### config.mk
export PLATFORM = sky130hd
export DESIGN_NAME = infix_expression_evaluator
export DESIGN_NICKNAME = d
export VERILOG_FILES = /design/src/rtl/iee_pkg.sv /design/src/rtl/infix_expression_evaluator.sv /design/src/rtl/iee_div.sv
export SDC_FILE = /design/constraint.sdc
export NUM_CORES = 1
export LEC_CHECK = 0
export BUFFER_PORTS_ARGS = -buffer_cell sky130_fd_sc_hd__buf_4
export CELL_PAD_IN_SITES_DETAIL_PLACEMENT = 0
export CELL_PAD_IN_SITES_GLOBAL_PLACEMENT = 1
export CORE_MARGIN = 5
export CORE_UTILIZATION = 50
export DETAILED_ROUTE_END_ITERATION = 8
export GPL_TIMING_DRIVEN = 0
export PLACE_DENSITY_LB_ADDON = 0.1
export REMOVE_ABC_BUFFERS = 1
export SLEW_MARGIN = 40
export SYNTH_ARGS = -nofsm -noshare
export SYNTH_HDL_FRONTEND = slang
export SYNTH_SLANG_ARGS = --single-unit
export TNS_END_PERCENT = 10
### constraint.sdc
create_clock -name clk_i -period 6.8 [get_ports clk_i]
set_clock_uncertainty 0.2 [all_clocks]
set_input_delay 0.34 -clock clk_i [delete_from_list [all_inputs] [get_ports clk_i]]
set_output_delay 0.34 -clock clk_i [all_outputs]
set_load 0.01 [all_outputs]
### src/rtl/iee_pkg.sv
package iee_pkg;

  // default geometry: signed Q15.16
  localparam int VALUE_WIDTH     = 32;
  localparam int FRAC_BITS       = 16;
  localparam int MAX_FRAC_DIGITS = 6;

  // ascii codes
  localparam logic [7:0] CH_PLUS  = 8'h2B;
  localparam logic [7:0] CH_MINUS = 8'h2D;
  localparam logic [7:0] CH_STAR  = 8'h2A;
  localparam logic [7:0] CH_SLASH = 8'h2F;
  localparam logic [7:0] CH_POINT = 8'h2E;
  localparam logic [7:0] CH_ZERO  = 8'h30;
  localparam logic [7:0] CH_NINE  = 8'h39;

  // status codes
  localparam logic [2:0] ST_OK   = 3'd0;
  localparam logic [2:0] ST_BAD  = 3'd1;
  localparam logic [2:0] ST_MISS = 3'd2;
  localparam logic [2:0] ST_DIV0 = 3'd3;
  localparam logic [2:0] ST_OVF  = 3'd4;

  typedef enum logic [1:0] {
    OP_ADD = 2'd0,
    OP_SUB = 2'd1,
    OP_MUL = 2'd2,
    OP_DIV = 2'd3
  } op_e;

  typedef enum logic [1:0] {
    PEND_NONE = 2'd0,
    PEND_MUL  = 2'd1,
    PEND_DIV  = 2'd2
  } pend_e;

  function automatic logic [31:0] pow10(input logic [3:0] k);
    logic [31:0] r;
    unique case (k)
      4'd0:    r = 32'd1;
      4'd1:    r = 32'd10;
      4'd2:    r = 32'd100;
      4'd3:    r = 32'd1000;
      4'd4:    r = 32'd10000;
      4'd5:    r = 32'd100000;
      4'd6:    r = 32'd1000000;
      4'd7:    r = 32'd10000000;
      4'd8:    r = 32'd100000000;
      default: r = 32'd1000000000;
    endcase
    return r;
  endfunction

endpackage

### src/rtl/infix_expression_evaluator.sv
// digit, point and other characters are handled in S_IDLE; the next request is taken right after
// unless it is the last; an operator or the last character runs a bit-serial number conversion
// (NW = max(VALUE_WIDTH, fraction width) + FRAC_BITS, 48 by default), then a serial multiply
// or a serial divide on the one shared divider; both are skipped when no number precedes;
// the last character then waits in S_EMIT while the result register is stalled; rst_ni
// asynchronously clears the control state, but not the multiplier, payload or divider data
module infix_expression_evaluator #(
  parameter int VALUE_WIDTH     = iee_pkg::VALUE_WIDTH,
  parameter int FRAC_BITS       = iee_pkg::FRAC_BITS,
  parameter int MAX_FRAC_DIGITS = iee_pkg::MAX_FRAC_DIGITS
) (
  input  logic                   clk_i,
  input  logic                   rst_ni,
  input  logic                   in_valid_i,
  output logic                   in_stall_o,
  input  logic [7:0]             character_i,
  input  logic                   last_i,
  output logic                   out_valid_o,
  input  logic                   out_stall_i,
  output logic [VALUE_WIDTH-1:0] value_o,
  output logic [2:0]             status_o
);

  localparam int W   = VALUE_WIDTH;
  localparam int F   = FRAC_BITS;
  localparam int IW  = W - F;                           // integer digits, one bit of headroom
  localparam int PW  = $clog2((10 ** MAX_FRAC_DIGITS) + 1);
  localparam int CW  = $clog2(MAX_FRAC_DIGITS + 1);
  localparam int DW  = (W > PW) ? W : PW;
  localparam int NW  = DW + F;
  localparam int MW  = NW + W;                          // magnitude width before saturation
  localparam int MCW = $clog2(W + 1);

  localparam logic [IW+3:0] INT_LIM = (IW+4)'({(IW-1){1'b1}});
  localparam logic [IW-1:0] INT_SAT = {1'b1, {(IW-1){1'b0}}};
  localparam logic [MW-1:0] LIM_POS = MW'({(W-1){1'b1}});
  localparam logic [MW-1:0] LIM_NEG = LIM_POS + 1'b1;
  localparam logic [W-1:0]  VMAX    = {1'b0, {(W-1){1'b1}}};
  localparam logic [W-1:0]  VMIN    = {1'b1, {(W-1){1'b0}}};

  // one-hot sequencer
  typedef enum logic [8:0] {
    S_IDLE  = 9'b000000001,
    S_END   = 9'b000000010,  // close the current number
    S_CDIV  = 9'b000000100,  // fraction to binary, serial divide
    S_CONV  = 9'b000001000,  // assemble number, launch term op
    S_MUL   = 9'b000010000,  // shift-add multiply
    S_DIV   = 9'b000100000,  // serial fixed-point divide
    S_OPFIN = 9'b001000000,  // saturate product or quotient into the term
    S_POST  = 9'b010000000,  // operator side effects, fold into the sum
    S_EMIT  = 9'b100000000   // hand the result to the output register
  } state_e;

  state_e           state_q, state_d;
  logic [W-1:0]     sum_q, sum_d;
  logic [W-1:0]     term_q, term_d;
  logic             neg_q, neg_d;
  iee_pkg::pend_e   pend_q, pend_d;
  logic [IW-1:0]    int_q, int_d;
  logic [PW-1:0]    frac_q, frac_d;
  logic [CW-1:0]    fcnt_q, fcnt_d;
  logic             digit_q, digit_d;
  logic             point_q, point_d;
  logic [2:0]       err_q, err_d;
  iee_pkg::op_e     kind_q, kind_d;
  logic             last_q, last_d;
  logic             phase_last_q, phase_last_d;
  logic             opsel_q, opsel_d;       // 1: divide result in S_OPFIN
  logic [MCW-1:0]   mcnt_q, mcnt_d;
  logic [W-1:0]     ma_q, ma_d;
  logic [W-1:0]     mb_q, mb_d;
  logic [2*W-1:0]   prod_q, prod_d;
  logic             out_valid_q, out_valid_d;
  logic [W-1:0]     out_value_q;
  logic [2:0]       out_status_q;

  logic             latch_en;
  logic [2:0]       latch_code;
  logic             emit_go;
  logic             div_start;
  logic [NW-1:0]    div_dividend;
  logic [DW-1:0]    div_divisor;
  logic [NW-1:0]    div_q;
  logic             div_done;

  logic             is_digit;
  logic             is_op;
  iee_pkg::op_e     char_op;
  logic [3:0]       dval;
  logic [IW+3:0]    int_next;
  logic [PW+3:0]    frac_next;
  logic [31:0]      p_full;
  logic [PW-1:0]    p_val;
  logic [PW+F-1:0]  conv_num;
  logic [MW-1:0]    conv_m;
  logic [W:0]       conv_sat;
  logic [W-1:0]     term_abs;
  logic [MW-1:0]    op_mag;
  logic [W:0]       op_sat;
  logic [W:0]       fold_sum;
  logic             fold_ovf;
  logic [W-1:0]     fold_val;
  logic [W:0]       mul_sum;

  // saturate a magnitude with sign into the value range, msb flags overflow
  function automatic logic [W:0] sat_mag(input logic neg, input logic [MW-1:0] m);
    logic [W:0] r;
    if (!neg) begin
      r = (m > LIM_POS) ? {1'b1, VMAX} : {1'b0, m[W-1:0]};
    end else begin
      r = (m > LIM_NEG) ? {1'b1, VMIN} : {1'b0, W'(~m[W-1:0] + 1'b1)};
    end
    return r;
  endfunction

  // character decode
  assign is_digit = (character_i >= iee_pkg::CH_ZERO) && (character_i <= iee_pkg::CH_NINE);
  assign dval     = 4'(character_i - iee_pkg::CH_ZERO);
  assign is_op    = (character_i == iee_pkg::CH_PLUS) || (character_i == iee_pkg::CH_MINUS) ||
                    (character_i == iee_pkg::CH_STAR) || (character_i == iee_pkg::CH_SLASH);

  always_comb begin
    priority if (character_i == iee_pkg::CH_MINUS) char_op = iee_pkg::OP_SUB;
    else if (character_i == iee_pkg::CH_STAR)      char_op = iee_pkg::OP_MUL;
    else if (character_i == iee_pkg::CH_SLASH)     char_op = iee_pkg::OP_DIV;
    else                                           char_op = iee_pkg::OP_ADD;
  end

  // decimal accumulation: x*10 + d as two shifts and adds
  assign int_next  = {int_q, 3'b000} + {2'b00, int_q, 1'b0} + (IW+4)'(dval);
  assign frac_next = {frac_q, 3'b000} + {2'b00, frac_q, 1'b0} + (PW+4)'(dval);

  // fraction to binary: round(frac * 2^F / 10^n), ties up
  assign p_full   = iee_pkg::pow10(4'(fcnt_q));
  assign p_val    = p_full[PW-1:0];
  assign conv_num = {frac_q, {F{1'b0}}} + (PW+F)'(p_val >> 1);
  assign conv_m   = (MW'(int_q) << F) + MW'(div_q);
  assign conv_sat = sat_mag(1'b0, conv_m);

  // term magnitude; numbers are never negative, so the term sign carries through
  assign term_abs = term_q[W-1] ? W'(~term_q + 1'b1) : term_q;
  assign op_mag   = opsel_q ? MW'(div_q) : MW'(prod_q >> F);
  assign op_sat   = sat_mag(term_q[W-1], op_mag);

  // saturating fold of the term into the running sum
  assign fold_sum = neg_q ? ({sum_q[W-1], sum_q} - {term_q[W-1], term_q})
                          : ({sum_q[W-1], sum_q} + {term_q[W-1], term_q});
  assign fold_ovf = fold_sum[W] != fold_sum[W-1];
  assign fold_val = fold_ovf ? (fold_sum[W] ? VMIN : VMAX) : fold_sum[W-1:0];

  // shift-add multiply step
  assign mul_sum = {1'b0, prod_q[2*W-1:W]} + (mb_q[0] ? {1'b0, ma_q} : '0);

  assign emit_go = (state_q == S_EMIT) && (!out_valid_q || !out_stall_i);

  always_comb begin
    state_d      = state_q;
    sum_d        = sum_q;
    term_d       = term_q;
    neg_d        = neg_q;
    pend_d       = pend_q;
    int_d        = int_q;
    frac_d       = frac_q;
    fcnt_d       = fcnt_q;
    digit_d      = digit_q;
    point_d      = point_q;
    err_d        = err_q;
    kind_d       = kind_q;
    last_d       = last_q;
    phase_last_d = phase_last_q;
    opsel_d      = opsel_q;
    mcnt_d       = mcnt_q;
    ma_d         = ma_q;
    mb_d         = mb_q;
    prod_d       = prod_q;
    out_valid_d  = out_valid_q && out_stall_i;
    latch_en     = 1'b0;
    latch_code   = iee_pkg::ST_OK;
    div_start    = 1'b0;
    div_dividend = NW'(conv_num);
    div_divisor  = DW'(p_val);

    unique case (state_q)
      S_IDLE: begin
        if (in_valid_i) begin
          last_d       = last_i;
          phase_last_d = 1'b0;
          if (is_digit) begin
            if (point_q) begin
              if (fcnt_q < CW'(MAX_FRAC_DIGITS)) begin
                frac_d = frac_next[PW-1:0];
                fcnt_d = fcnt_q + 1'b1;
              end
            end else begin
              int_d = (int_next > INT_LIM) ? INT_SAT : int_next[IW-1:0];
            end
            digit_d = 1'b1;
          end else if (character_i == iee_pkg::CH_POINT) begin
            if (point_q) begin
              latch_en   = 1'b1;
              latch_code = iee_pkg::ST_BAD;
            end else begin
              point_d = 1'b1;
            end
          end else if (is_op) begin
            kind_d  = char_op;
            state_d = S_END;
          end else begin
            latch_en   = 1'b1;
            latch_code = iee_pkg::ST_BAD;
          end
          if (!is_op && last_i) begin
            phase_last_d = 1'b1;
            state_d      = S_END;
          end
        end
      end
      S_END: begin
        if (!digit_q) begin
          // operator or end with no number before it
          latch_en   = 1'b1;
          latch_code = iee_pkg::ST_MISS;
          int_d      = '0;
          frac_d     = '0;
          fcnt_d     = '0;
          point_d    = 1'b0;
          state_d    = S_POST;
        end else begin
          div_start = 1'b1;
          state_d   = S_CDIV;
        end
      end
      S_CDIV: begin
        if (div_done) state_d = S_CONV;
      end
      S_CONV: begin
        if (conv_sat[W]) begin
          latch_en   = 1'b1;
          latch_code = iee_pkg::ST_OVF;
        end
        int_d   = '0;
        frac_d  = '0;
        fcnt_d  = '0;
        digit_d = 1'b0;
        point_d = 1'b0;
        pend_d  = iee_pkg::PEND_NONE;
        unique case (pend_q)
          iee_pkg::PEND_MUL: begin
            ma_d    = term_abs;
            mb_d    = conv_sat[W-1:0];
            prod_d  = '0;
            mcnt_d  = MCW'(W);
            opsel_d = 1'b0;
            state_d = S_MUL;
          end
          iee_pkg::PEND_DIV: begin
            if (conv_sat[W-1:0] == '0) begin
              latch_en   = 1'b1;
              latch_code = iee_pkg::ST_DIV0;
              state_d    = S_POST;
            end else begin
              div_start    = 1'b1;
              div_dividend = NW'({term_abs, {F{1'b0}}});
              div_divisor  = DW'(conv_sat[W-1:0]);
              opsel_d      = 1'b1;
              state_d      = S_DIV;
            end
          end
          default: begin
            term_d  = conv_sat[W-1:0];
            state_d = S_POST;
          end
        endcase
      end
      S_MUL: begin
        prod_d = {mul_sum, prod_q[W-1:1]};
        mb_d   = mb_q >> 1;
        mcnt_d = mcnt_q - 1'b1;
        if (mcnt_q == MCW'(1)) state_d = S_OPFIN;
      end
      S_DIV: begin
        if (div_done) state_d = S_OPFIN;
      end
      S_OPFIN: begin
        term_d = op_sat[W-1:0];
        if (op_sat[W]) begin
          latch_en   = 1'b1;
          latch_code = iee_pkg::ST_OVF;
        end
        state_d = S_POST;
      end
      S_POST: begin
        if (phase_last_q) begin
          sum_d = fold_val;
          if (fold_ovf) begin
            latch_en   = 1'b1;
            latch_code = iee_pkg::ST_OVF;
          end
          state_d = S_EMIT;
        end else begin
          unique case (kind_q)
            iee_pkg::OP_ADD, iee_pkg::OP_SUB: begin
              sum_d = fold_val;
              if (fold_ovf) begin
                latch_en   = 1'b1;
                latch_code = iee_pkg::ST_OVF;
              end
              term_d = '0;
              neg_d  = (kind_q == iee_pkg::OP_SUB);
              pend_d = iee_pkg::PEND_NONE;
            end
            iee_pkg::OP_MUL: pend_d = iee_pkg::PEND_MUL;
            iee_pkg::OP_DIV: pend_d = iee_pkg::PEND_DIV;
          endcase
          if (last_q) begin
            phase_last_d = 1'b1;
            state_d      = S_END;
          end else begin
            state_d = S_IDLE;
          end
        end
      end
      S_EMIT: begin
        if (emit_go) begin
          out_valid_d  = 1'b1;
          state_d      = S_IDLE;
          sum_d        = '0;
          term_d       = '0;
          neg_d        = 1'b0;
          pend_d       = iee_pkg::PEND_NONE;
          int_d        = '0;
          frac_d       = '0;
          fcnt_d       = '0;
          digit_d      = 1'b0;
          point_d      = 1'b0;
          phase_last_d = 1'b0;
        end
      end
      default: state_d = S_IDLE;
    endcase

    // error priority: bad, missing and divide-by-zero stick, overflow can be replaced
    if (latch_en && ((err_q == iee_pkg::ST_OK) ||
                     ((err_q == iee_pkg::ST_OVF) && (latch_code != iee_pkg::ST_OVF)))) begin
      err_d = latch_code;
    end
    if (emit_go) err_d = iee_pkg::ST_OK;
  end

  always_ff @(posedge clk_i or negedge rst_ni) begin
    if (!rst_ni) begin
      state_q      <= S_IDLE;
      sum_q        <= '0;
      term_q       <= '0;
      neg_q        <= 1'b0;
      pend_q       <= iee_pkg::PEND_NONE;
      int_q        <= '0;
      frac_q       <= '0;
      fcnt_q       <= '0;
      digit_q      <= 1'b0;
      point_q      <= 1'b0;
      err_q        <= iee_pkg::ST_OK;
      kind_q       <= iee_pkg::OP_ADD;
      last_q       <= 1'b0;
      phase_last_q <= 1'b0;
      opsel_q      <= 1'b0;
      mcnt_q       <= '0;
      out_valid_q  <= 1'b0;
    end else begin
      state_q      <= state_d;
      sum_q        <= sum_d;
      term_q       <= term_d;
      neg_q        <= neg_d;
      pend_q       <= pend_d;
      int_q        <= int_d;
      frac_q       <= frac_d;
      fcnt_q       <= fcnt_d;
      digit_q      <= digit_d;
      point_q      <= point_d;
      err_q        <= err_d;
      kind_q       <= kind_d;
      last_q       <= last_d;
      phase_last_q <= phase_last_d;
      opsel_q      <= opsel_d;
      mcnt_q       <= mcnt_d;
      out_valid_q  <= out_valid_d;
    end
  end

  // multiplier datapath and output payload
  always_ff @(posedge clk_i) begin
    ma_q   <= ma_d;
    mb_q   <= mb_d;
    prod_q <= prod_d;
    if (emit_go) begin
      out_value_q  <= ((err_q == iee_pkg::ST_BAD) || (err_q == iee_pkg::ST_MISS) ||
                       (err_q == iee_pkg::ST_DIV0)) ? '0 : sum_q;
      out_status_q <= err_q;
    end
  end

  // shared divider: fraction conversion and fixed-point quotient
  iee_div #(
    .NW(NW),
    .DW(DW)
  ) u_div (
    .clk_i      (clk_i),
    .rst_ni     (rst_ni),
    .start_i    (div_start),
    .dividend_i (div_dividend),
    .divisor_i  (div_divisor),
    .quotient_o (div_q),
    .done_o     (div_done)
  );

  assign in_stall_o  = state_q != S_IDLE;
  assign out_valid_o = out_valid_q;
  assign value_o     = out_value_q;
  assign status_o    = out_status_q;

`ifndef SYNTHESIS
  a_div_done_ctx: assert property (@(posedge clk_i) disable iff (!rst_ni)
    div_done |-> (state_q == S_CDIV) || (state_q == S_DIV))
    else $error("divider finished outside a divide state");

  a_mul_count: assert property (@(posedge clk_i) disable iff (!rst_ni)
    (state_q == S_MUL) |-> (mcnt_q != '0))
    else $error("multiply running with empty bit count");

  a_emit_clears: assert property (@(posedge clk_i) disable iff (!rst_ni)
    emit_go |=> (sum_q == '0) && (err_q == iee_pkg::ST_OK) && (state_q == S_IDLE))
    else $error("state not cleared after result");

  a_err_sticky: assert property (@(posedge clk_i) disable iff (!rst_ni)
    ((err_q == iee_pkg::ST_BAD) || (err_q == iee_pkg::ST_MISS) ||
     (err_q == iee_pkg::ST_DIV0)) && !emit_go |=> $stable(err_q))
    else $error("sticky error code changed");
`endif

endmodule

### src/rtl/iee_div.sv
module iee_div #(
  parameter int NW = iee_pkg::VALUE_WIDTH + iee_pkg::FRAC_BITS,
  parameter int DW = iee_pkg::VALUE_WIDTH
) (
  input  logic          clk_i,
  input  logic          rst_ni,
  input  logic          start_i,
  input  logic [NW-1:0] dividend_i,
  input  logic [DW-1:0] divisor_i,
  output logic [NW-1:0] quotient_o,
  output logic          done_o
);

  localparam int CNTW = $clog2(NW + 1);

  logic [NW-1:0]   num_q, num_d;
  logic [DW-1:0]   rem_q, rem_d;
  logic [DW-1:0]   den_q, den_d;
  logic [CNTW-1:0] cnt_q, cnt_d;
  logic            busy_q, busy_d;
  logic            done_q, done_d;
  logic [DW:0]     trial;
  logic [DW:0]     diff;
  logic            ge;

  // restoring division, one quotient bit per cycle
  assign trial = {rem_q, num_q[NW-1]};
  assign diff  = trial - {1'b0, den_q};
  assign ge    = trial >= {1'b0, den_q};

  always_comb begin
    num_d  = num_q;
    rem_d  = rem_q;
    den_d  = den_q;
    cnt_d  = cnt_q;
    busy_d = busy_q;
    done_d = 1'b0;
    if (start_i) begin
      num_d  = dividend_i;
      rem_d  = '0;
      den_d  = divisor_i;
      cnt_d  = CNTW'(NW);
      busy_d = 1'b1;
    end else if (busy_q) begin
      num_d = {num_q[NW-2:0], ge};
      rem_d = ge ? diff[DW-1:0] : trial[DW-1:0];
      cnt_d = cnt_q - 1'b1;
      if (cnt_q == CNTW'(1)) begin
        busy_d = 1'b0;
        done_d = 1'b1;
      end
    end
  end

  always_ff @(posedge clk_i or negedge rst_ni) begin
    if (!rst_ni) begin
      busy_q <= 1'b0;
      done_q <= 1'b0;
      cnt_q  <= '0;
    end else begin
      busy_q <= busy_d;
      done_q <= done_d;
      cnt_q  <= cnt_d;
    end
  end

  always_ff @(posedge clk_i) begin
    num_q <= num_d;
    rem_q <= rem_d;
    den_q <= den_d;
  end

  assign quotient_o = num_q;
  assign done_o     = done_q;

endmodule
# Word-level counts from Yosys, hierarchy flattened
# Memory sizes are Yosys's and may differ from the RTL's.
# Index checks and enable logic that the tools add are counted.
[word_totals]
elab_cells = 295
romBits = 168
ram_bits = 0
n_memories = 1
reg_bits = 415
latchBits = 0
in_bits = 13
[memory_table]
columns = ["name", "depth", "word_bits", "read_ports", "rd_clocked_by_memory_dff", "wr", "line_no", "source"]
rows = [
  ["(name not given)", 8, 21, 1, 0, 0, "iee_pkg.sv:39", "unique case (k)"],
]
[classes]
order_cmp = 8
bitwise_logic = 6
n_eq_ne = 49
shift = 0
addsub = 16
n_reduce_logical = 47
multipliers = 0
div = 0
mux = 139
[op_table]
columns = ["op", "n"]
rows = [
  ["2-to-1 mux 32 bit", 12],
  ["2-to-1 mux 48 bit", 6],
  ["2-to-1 mux 20 bit", 9],
  ["2-to-1 mux 33 bit", 5],
  ["case mux 32 bit (2 select lines)", 2],
  ["case mux 32 bit (4 select lines)", 1],
  ["case mux 64 bit (2 select lines)", 1],
  ["2-to-1 mux 16 bit", 6],
  ["2-to-1 mux 9 bit", 10],
  ["case mux 9 bit (9 select lines)", 1],
  ["case mux 20 bit (4 select lines)", 1],
  ["adder 32 x 32 -> 33 bit", 2],
  ["adder 32 x 1 -> 32 bit, second input constant", 2],
  ["2-to-1 mux 64 bit", 1],
  ["NOT 32 bit", 2],
  ["case mux 16 bit (4 select lines)", 1],
  ["2-to-1 mux 3 bit", 18],
  ["adder 32 x 48 -> 49 bit", 1],
  ["> comparator 49 x 31 -> 1 bit, second input constant", 1],
  ["> comparator 48 x 31 -> 1 bit, second input constant", 1],
  ["> comparator 48 x 32 -> 1 bit, second input constant", 1],
  ["adder 20 x 4 -> 20 bit", 2],
  ["== test 8 x 6 -> 1 bit, second input constant", 5],
  ["2-to-1 mux 1 bit", 40],
  ["other kinds (65)", 134],
]

# Logic depth before layout (Yosys ltp)
# Gate-level depths: netlist of run 1.
[logic_depth]
ltp_word = 15
ltp_mapped = 23
depth_no_buf = 21

# Hierarchy
# From an unflattened synthesis of run 1, not the netlist that was laid out.
[unflattened]
cells_unflattened = 3077
hier_area_um2 = 27953.1
[by_module_without_submodules]
columns = ["module", "area_per_inst_um2", "seq_area_each_um2", "instances", "cells_per_inst"]
rows = [
  ["infix_expression_evaluator", 21306.7, 7718.7, 1, 2448],
  ["iee_div", 6646.4, 3243.1, 1, 629],
]

# Least setup slack after synthesis of run 1
# OpenSTA, ideal clock, no wires.
[synth_path]
kind = "register -> register"
start = "register term_q[4]"
end = "register sum_q[30]"
setup_ps = 83
n_path_buf = 1
stages_incl_launch_ff = 22
setup_slack_ps = 1498
t_required_ps = 6517
arrival_ps = 5019
path_cell_list = "dfrtp_1 or3_1 or4_4 nor2b_2 nand2_1 or3_1 or3_1 nor3_2 nand2b_1 o41ai_1 xor2_1 ha_1 a21o_1 a21oi_1 nor2b_1 a21oi_1 or3b_2 a21oi_1 xnor2_1 buf_2 nor2_1 o21ai_0"
[synth_via]
elab_chain_cells = 7
word_cells_on_any_way = 9
[synth_lines]
columns = ["element", "line_no", "source"]
rows = [
  ["start: declaration", "infix_expression_evaluator.sv:56", "logic [W-1:0] term_q, term_d;"],
  ["start signal: assignment", "infix_expression_evaluator.sv:372", "term_q <= term_d;"],
  ["adder 32 x 32 -> 33 bit or subtractor 32 x 32 -> 33 bit (tied branches)", "infix_expression_evaluator.sv:147, infix_expression_evaluator.sv:146", ""],
  ["2-to-1 mux 33 bit *", "infix_expression_evaluator.sv:146", "assign fold_sum = neg_q ? ({sum_q[W-1], sum_q} - {term_q[W-1], term_q})"],
  ["2-to-1 mux 32 bit or != test 1 bit (tied branches)", "infix_expression_evaluator.sv:149, infix_expression_evaluator.sv:148", ""],
  ["2-to-1 mux 32 bit *", "infix_expression_evaluator.sv:149", "assign fold_val = fold_ovf ? (fold_sum[W] ? VMIN : VMAX) : fold_sum[W-1:0];"],
  ["2-to-1 mux 32 bit", "infix_expression_evaluator.sv:301", "unique case (kind_q)"],
  ["2-to-1 mux 32 bit *", "infix_expression_evaluator.sv:293", "if (phase_last_q) begin"],
  ["case mux 32 bit (2 select lines) *", "infix_expression_evaluator.sv:183", "unique case (state_q)"],
  ["end signal: assignment", "infix_expression_evaluator.sv:371", "sum_q <= sum_d;"],
  ["end: declaration", "infix_expression_evaluator.sv:55", "logic [W-1:0] sum_q, sum_d;"],
]
# Mark *: on every way between the ends. The rest lies on a longest branch, timed or not. The select of a mux whose other input is x is not followed.
# A chain may end at the register's enable or synchronous reset.

# Final worst setup path of run 1
[layout_path]
start = "register term_q[4]"
end = "register sum_q[4]"
# The elaborated chain is that of the path after synthesis.

==> impl_metrics.yaml, run 1 <==
cells_and_area:
  seqCellArea_mm2: 0.0110
  fill_cells: 4974
  area_delta_synth_final_pct: 11.8
  layoutNonFillerInstCount: 3892
  fin_nets: 3321
  layout-drive-gt1-share_pct: 8.81
  multi_input_area_mm2: 0.0161
  num_antenna_cells: 0
  final_area_mm2: 0.0312
power_and_ir_drop:
  clkPwrFrac_pct: 18.0
  cell_internal_pwr_uw: 8280
  vdd_drop_max_v: 0.000871
  p_seq_share_pct: 27.5
  netSwitchingFraction_pct: 44.0
  p_leak_uw: 0.0132
  p_per_area_mw_per_mm2: 474
  power.switching_uw: 6490
  combinationalPowerShare_pct: 54.5
clock_tree:
  cts.path.max_buffers: 3
  cts_max_level: 2
  cts_buffers: 48
  cts_root_buffer: "clkbuf_16"
  cts.clk_slew.worst_paths_ns: 0.06
  clkSinkCount: 399
  tritoncts: "yes"
  insertion_delay_ns: 0.60
critical_path:
  setup.worst_path.end_class: "flop"
  crit_required_ns: 7.11
  worstSetupPathType: "reg2reg"
  start_kind: "flop"
  crit_fanout: 12
  arrival_ns: 6.67
global_route:
  grt_max_degree: 66
  antenna_found_initial: 1
  grt-ovfl-total: 0
  grt_pass1_wl_mm: 126
  grt_pass1_vias: 22500
  track_usage_pct: 26.1
routing:
  wirelength_mm: 80.1
  vias: 23300
  viasPerCell: 5.98
  drtIter0Drc: 1607
  drc: 0
  wl_per_cell_um: 20.6
  first_pass_iters: 5
  ant_nets: 0
yosys:
  synthCells: 3090
  yosysWarnings: 0
  yosys.area.top_type_share_pct: 24.4
  synth-seq-cells: 399
  ys_types: 90
  netlist_top_cells_area: "edfxtp_1, dfrtp_1, ha_1"
  synth-edff-count: 227
  synth_largest_area_cell: "edfxtp_1"
  async_flop_share_pct: 35.1
  syn_area_mm2: 0.0279
  yosysMostFrequentCell: "nor2_1"
  synth_ff_type: "edfxtp_1"
  ys_seq_area_share_pct: 39.3
  syn_avg_cell_area_um2: 9.02
  synth_common_cells: "nor2_1, nand2_1, a21oi_1"
sta:
  slew_viol_final: 0
  slew_headroom_pct: 44.6
  setup_ws_ns: 0.438
  timing.hold.ws_ns: 0.0199
  min_period_ns: 6.36
  fmax_mhz: 157
  grt_setup_unrepaired: "no"
  hold_viol_final: 0
  tns_ns: 0
  worstMarginPinSlew_ns: 0.828
  period_share_pct: 93.6
  finalSetupViolCount: 0
placed_design:
  place_area_mm2: 0.0294
  numPlacedInstances: 3791
  io_buffer_count: 49
  dp_hpwl_mm: 61.0
  gp_congestion: 0.907
  pre_cts_slack_ns: 0.0683
run_status:
  status: "completed"
flow_run:
  maxCapViolCount: 0
floorplanning:
  die_w_um: 246
  start_util_pct: 50.5
  core_area_mm2: 0.0552
  die_h_um: 246
  core.rowCount: 86
  dieArea_mm2: 0.0606
  io-pin-count: 50
worst_hold_path:
  hold_class: "in2async"
[state kept, by name, summed over array words and instances, names as in the netlist, 9 cells and up]
name / count
ma_q: 32
frac_q: 20
u_div.rem_q: 32
mb_q: 32
u_div.quotient_o: 48
state_q: 9
prod_q: 48
u_div.den_q: 32
term_q: 32
value_o: 32
sum_q: 32
int_q: 16
[cell families (layout without fill, tap and decap cells)]
kind of cell	count (synthesis)	after routing	share of synthesized area, %
simple gates	1125	1125	19.6
compound gates	799	799	17.8
flops	399	399	39.3
buf+inv	252	305	3.54
xor+xnor	228	228	7.16
fa+ha+maj	204	204	9.40
mux	82	82	3.16
other cells	1	2	0.0134
[metrics by stage]
| step | power, µW | utilization (%) |
|---|---|---|
| floorplan | 9710 | - |
| global placement | 11300 | 51.9 |
| detailed placement | 11900 | 53.3 |
| CTS | 14700 | 56.4 |
| global route | 16000 | 56.5 |
| finish | 14800 | 56.5 |
[worst max-delay path, cell delays in order (launching register included)]
cell and delay [ns]:
dfrtp_1 0.44, or3_1 0.48, or4_4 0.49, nor2b_2 0.27
nand2_1 0.10, or3_1 0.38, or3_1 0.40, nor3_1 0.32
nor2_1 0.09, xnor2_1 0.22, ha_1 0.28, a21o_1 0.21
a21o_1 0.18, a21oi_1 0.18, nor2_1 0.07, a211oi_1 0.22
o31ai_1 0.15, a2111oi_1 0.60, a21oi_4 0.16, xnor2_4 0.36
buf_4 0.27, a21oi_1 0.05, o21ai_0 0.16
[placed cells by master, fill, tap and decap left out, types with 10 or more instances in the layout]
cell type  count
a31oi_1       18
o21ai_0      209
buf_4         54
nand2b_1      35
o22ai_1       35
o21bai_1      23
dfxtp_1       32
o21a_1        24
a21o_1        61
clkbuf_16     50
clkbuf_1      11
o211ai_1      34
a211oi_1      23
mux2i_1       33
o31ai_1       24
or3_1         26
edfxtp_1     227
or4_1         10
nor2_1       328
xnor2_1      138
nand3_1       54
inv_1        120
ha_1         195
xor2_1        88
and3_1        35
nand4_1       36
nor3_1        95
nor4_1        24
and2_1        95
or2_2         11
nand2_1      274
nor3b_1       21
a211o_1       11
nor2b_1       22
a21oi_1      241
dfrtp_1      135
mux2_2        49
[cell type report]
class | count | area share [%]
Tap cell | 748 | 3.00
Inverter | 122 | 1.48
Clock inverter | 23 | 0.823
Clock buffer | 67 | 4.41
Timing Repair Buffer | 93 | 3.33
Multi-Input combinational cell | 2440 | 51.8
Sequential cell | 399 | 35.2
[repair_timing]
action                     4_1_cts  5_1_grt
gates resized for setup          0        5
setup endpoints to repair        0       32
hold endpoints to repair       111        0
hold buffers                     9        0
setup buffers                    0        2
[final timing paths]
check / startpoint / to / slack, ns / cells after the start
setup / recovery: term_q[4] / sum_q[4] / 0.44 / 22
hold / removal: rst_ni / state_q[2] / 0.02 / 2
setup reg to reg: term_q[4] / sum_q[4] / 0.44 / 22
hold reg to reg: u_div.rem_q[31] / u_div.rem_q[31] / 0.30 / 2
max in group asynchronous: rst_ni / term_q[31] / 5.47 / 4
min in group clk_i: in_valid_i / last_q / 0.07 / 3
[power by group through the flow]
stage / combinational, µW / clock [µW] / sequential [µW]
global placement: 7190 / 0 / 4110
CTS: 7900 / 2730 / 4030
global route: 9050 / 2830 / 4120
detailed placement: 7830 / 0 / 4070
finish: 8050 / 2660 / 4060
floorplan: 5950 / 0 / 3760
[routing by layer]
layer	wire length, µm	GRT usage [%]
met5	13	0
met2	37400	43.3
met3	4140	3.11
met1	36200	35.9
met4	2460	8.25
Note: power is estimated with default switching activity, not from simulation.
==> inputs of run 2 (changes only) <==
--- a/config.mk
+++ b/config.mk
@@ -5,14 +5,14 @@
 export SDC_FILE = /design/constraint.sdc
 export NUM_CORES = 1
 export LEC_CHECK = 0
-export BUFFER_PORTS_ARGS = -buffer_cell sky130_fd_sc_hd__buf_4
+export BUFFER_PORTS_ARGS = -buffer_cell sky130_fd_sc_hd__clkbuf_2
 export CELL_PAD_IN_SITES_DETAIL_PLACEMENT = 0
 export CELL_PAD_IN_SITES_GLOBAL_PLACEMENT = 1
 export CORE_MARGIN = 5
 export CORE_UTILIZATION = 50
 export DETAILED_ROUTE_END_ITERATION = 8
 export GPL_TIMING_DRIVEN = 0
-export PLACE_DENSITY_LB_ADDON = 0.1
+export PLACE_DENSITY_LB_ADDON = 0.2
 export REMOVE_ABC_BUFFERS = 1
 export SLEW_MARGIN = 40
 export SYNTH_ARGS = -nofsm -noshare
==> run 2 against run 1 <==
Non-clock buffer count fell by 2. Worst setup slack better by 0.043 ns. Register-to-register slack improved by 0.04 ns. Sequential share of layout area rose by 0.37 points. Die area stayed put. Critical path depth is 1 lower. Sequential cell count did not move. Clock power shrank 7%. Wire length decreased by 0.68%. Maximum frequency grew 0.68%. Largest power group unchanged.
==> impl_metrics.yaml, run 2 (synthesized netlist as in run 1, its figures left out) <==
power_and_ir_drop:
  p_seq_share_pct: 27.8
  p_per_area_mw_per_mm2: 472
  p_leak_uw: 0.0130
  cell_internal_pwr_uw: 8060
  power.switching_uw: 6500
  clkPwrFrac_pct: 17.0
  netSwitchingFraction_pct: 44.7
  vdd_drop_max_v: 0.000640
  combinationalPowerShare_pct: 55.2
clock_tree:
  cts_buffers: 46
  cts.path.max_buffers: 3
  tritoncts: "yes"
  insertion_delay_ns: 0.59
  cts_root_buffer: "clkbuf_16"
  cts_max_level: 2
  clkSinkCount: 399
  cts.clk_slew.worst_paths_ns: 0.06
critical_path:
  setup.worst_path.end_class: "flop"
  worstReg2RegEnd: "sum_q[26]"
  arrival_ns: 6.61
  r2r_cells: 21
  start_kind: "flop"
  slowest_delay_ns: 0.50
  path_cells: "or3_1 -> or4_4 -> nor2b_2 -> nand2_1 -> or3_1 -> or3_1 -> nor3_2 -> nand2b_1 -> o41ai_1 -> xor2_1 -> ha_1 -> a21o_1 -> a21oi_1 -> nor2b_1 -> a21oi_1 -> or3b_2 -> a21oi_4 -> xnor2_4 -> buf_6 -> o21ba_2 -> o21ai_0"
  critPathLaunch: "term_q[4]"
  worstSetupPathType: "reg2reg"
  crit_required_ns: 7.09
  slowest_stage: "or3b_2"
  r2r_slack_ns: 0.48
  crit_fanout: 11
  r2r_start: "term_q[4]"
  cpMostUsedCell: "or3_1"
  endpoint: "sum_q[26]"
sta:
  tns_ns: 0
  worstMarginPinSlew_ns: 0.887
  grt_setup_unrepaired: "no"
  fmax_mhz: 158
  period_share_pct: 92.9
  slew_headroom_pct: 40.7
  setup_ws_ns: 0.480
  slew_viol_final: 0
  finalSetupViolCount: 0
  min_period_ns: 6.32
  timing.hold.ws_ns: 0.0259
  hold_viol_final: 0
cells_and_area:
  mostFrequentLayoutCells: "nor2_1, nand2_1, a21oi_1"
  seqCellArea_mm2: 0.0110
  layout-drive-gt1-share_pct: 8.73
  final_common_cell: "nor2_1"
  multi_input_area_mm2: 0.0161
  final_util_pct: 55.9
  area_delta_synth_final_pct: 10.7
  fill_cells: 4956
  fin_nets: 3317
routing:
  drt-met1-wl_mm: 35.5
  wl_per_cell_um: 20.5
  viasPerCell: 5.99
  vias: 23300
  ant_nets: 0
  drc: 0
  wl_met3_mm: 4.61
  wirelength_mm: 79.6
  top_layer: "met4"
  first_pass_iters: 7
  met2WireLength_mm: 36.4
  drtIter0Drc: 1851
floorplanning:
  io-pin-count: 50
  dieArea_mm2: 0.0606
  die_w_um: 246
  core_area_mm2: 0.0552
  die_h_um: 246
  start_util_pct: 50.5
  core.rowCount: 86
global_route:
  antenna_found_initial: 1
  grt_pass1_wl_mm: 125
  grt_pass1_vias: 22500
  track_usage_pct: 25.8
  grt-ovfl-total: 0
  grt_max_degree: 66
placed_design:
  pre_cts_slack_ns: 0.0905
  gp_congestion: 0.939
  io_buffer_count: 49
  dp_hpwl_mm: 60.1
worst_hold_path:
  hold_class: "in2reg"
  min_path_cells: 3
flow_run:
  maxCapViolCount: 0
run_status:
  status: "completed"
==> run 2: cell count changes in the layout (fill, tap and decap cells not counted), moves of 2 or more <==
cell	delta
buf_4	-49
clkbuf_2	+48
bufinv_16	-3
clkbuf_1	-4
clkbuf_16	-2
clkinv_1	+3
buf_16	-2
clkinvlp_4	+4
dlygate4sd3_1	-2
==> run 2: how the worst min path moves through the flow <==
| stage | from | slack (ns) | end |
|---|---|---|---|
| 5_1_grt | in_valid_i | 0.08 | kind_q[1] |
| 4_1_cts | in_valid_i | 0.007 | kind_q[1] |
| 3_5_place_dp | rst_ni | 0.06 | state_q[2] |
| 6_report | in_valid_i | 0.03 | kind_q[1] |
| 3_3_place_gp | u_div.rem_q[31] | 0.26 | u_div.rem_q[31] |
| 2_1_floorplan | rst_ni | -0.16 | digit_q |
==> run 2: routing by layer <==
layer / up-vias / global-route usage, %
li1: 11200 / -
met1: 11200 / 35.9
met2: 761 / 42.0
met3: 143 / 2.96
met4: 0 / 9.16
met5: - / 0
==> run 2: through the flow <==
stage / area (µm²) / power, µW / instances
2_1_floorplan: 27400 / 9710 / 2961
4_1_cts: 30800 / 14400 / 3884
3_3_place_gp: 28500 / 11300 / 3758
5_1_grt: 30900 / 15700 / 3885
6_report: 30900 / 14600 / 3886
3_5_place_dp: 29300 / 11900 / 3791
==> run 2: final cells by class <==
| class | instances | area share, % |
|---|---|---|
| multi-input combinational | 2440 | 52.3 |
| sequential | 399 | 35.6 |
| clock buffer | 59 | 4.16 |
| tap | 748 | 3.03 |
| timing repair buffer | 91 | 2.82 |
| inverter | 122 | 1.49 |
| clock inverter | 26 | 0.633 |
| antenna | 1 | 0.00811 |
==> run 2: what timing repair did <==
| action | CTS | global route |
|---|---|---|
| endpoints found under the hold margin | 145 | 0 |
| hold buffers | 8 | 0 |
| setup endpoints to repair | 0 | 31 |
| resized for setup | 0 | 4 |
| setup buffers | 0 | 1 |
==> run 2: worst max-delay path: cells and delay by family (launching register included) <==
| family | cells | cell delay (ns) |
|---|---|---|
| flip-flops | 1 | 0.43 |
| AO/OA/AOI/OAI | 7 | 1.47 |
| buffers and inverters | 1 | 0.20 |
| adder cells (fa/ha/maj) | 1 | 0.31 |
| AND/OR/NAND/NOR | 10 | 3.19 |
| XOR/XNOR | 2 | 0.43 |
==> run 2: power groups by stage <==
| stage | logic (µW) | registers (µW) | clock network (µW) |
|---|---|---|---|
| finish | 8030 | 4050 | 2470 |
| global route | 8990 | 4120 | 2620 |
| CTS | 7900 | 4020 | 2520 |
| detailed placement | 7830 | 4070 | 0 |
| global placement | 7190 | 4100 | 0 |
| floorplan | 5950 | 3760 | 0 |
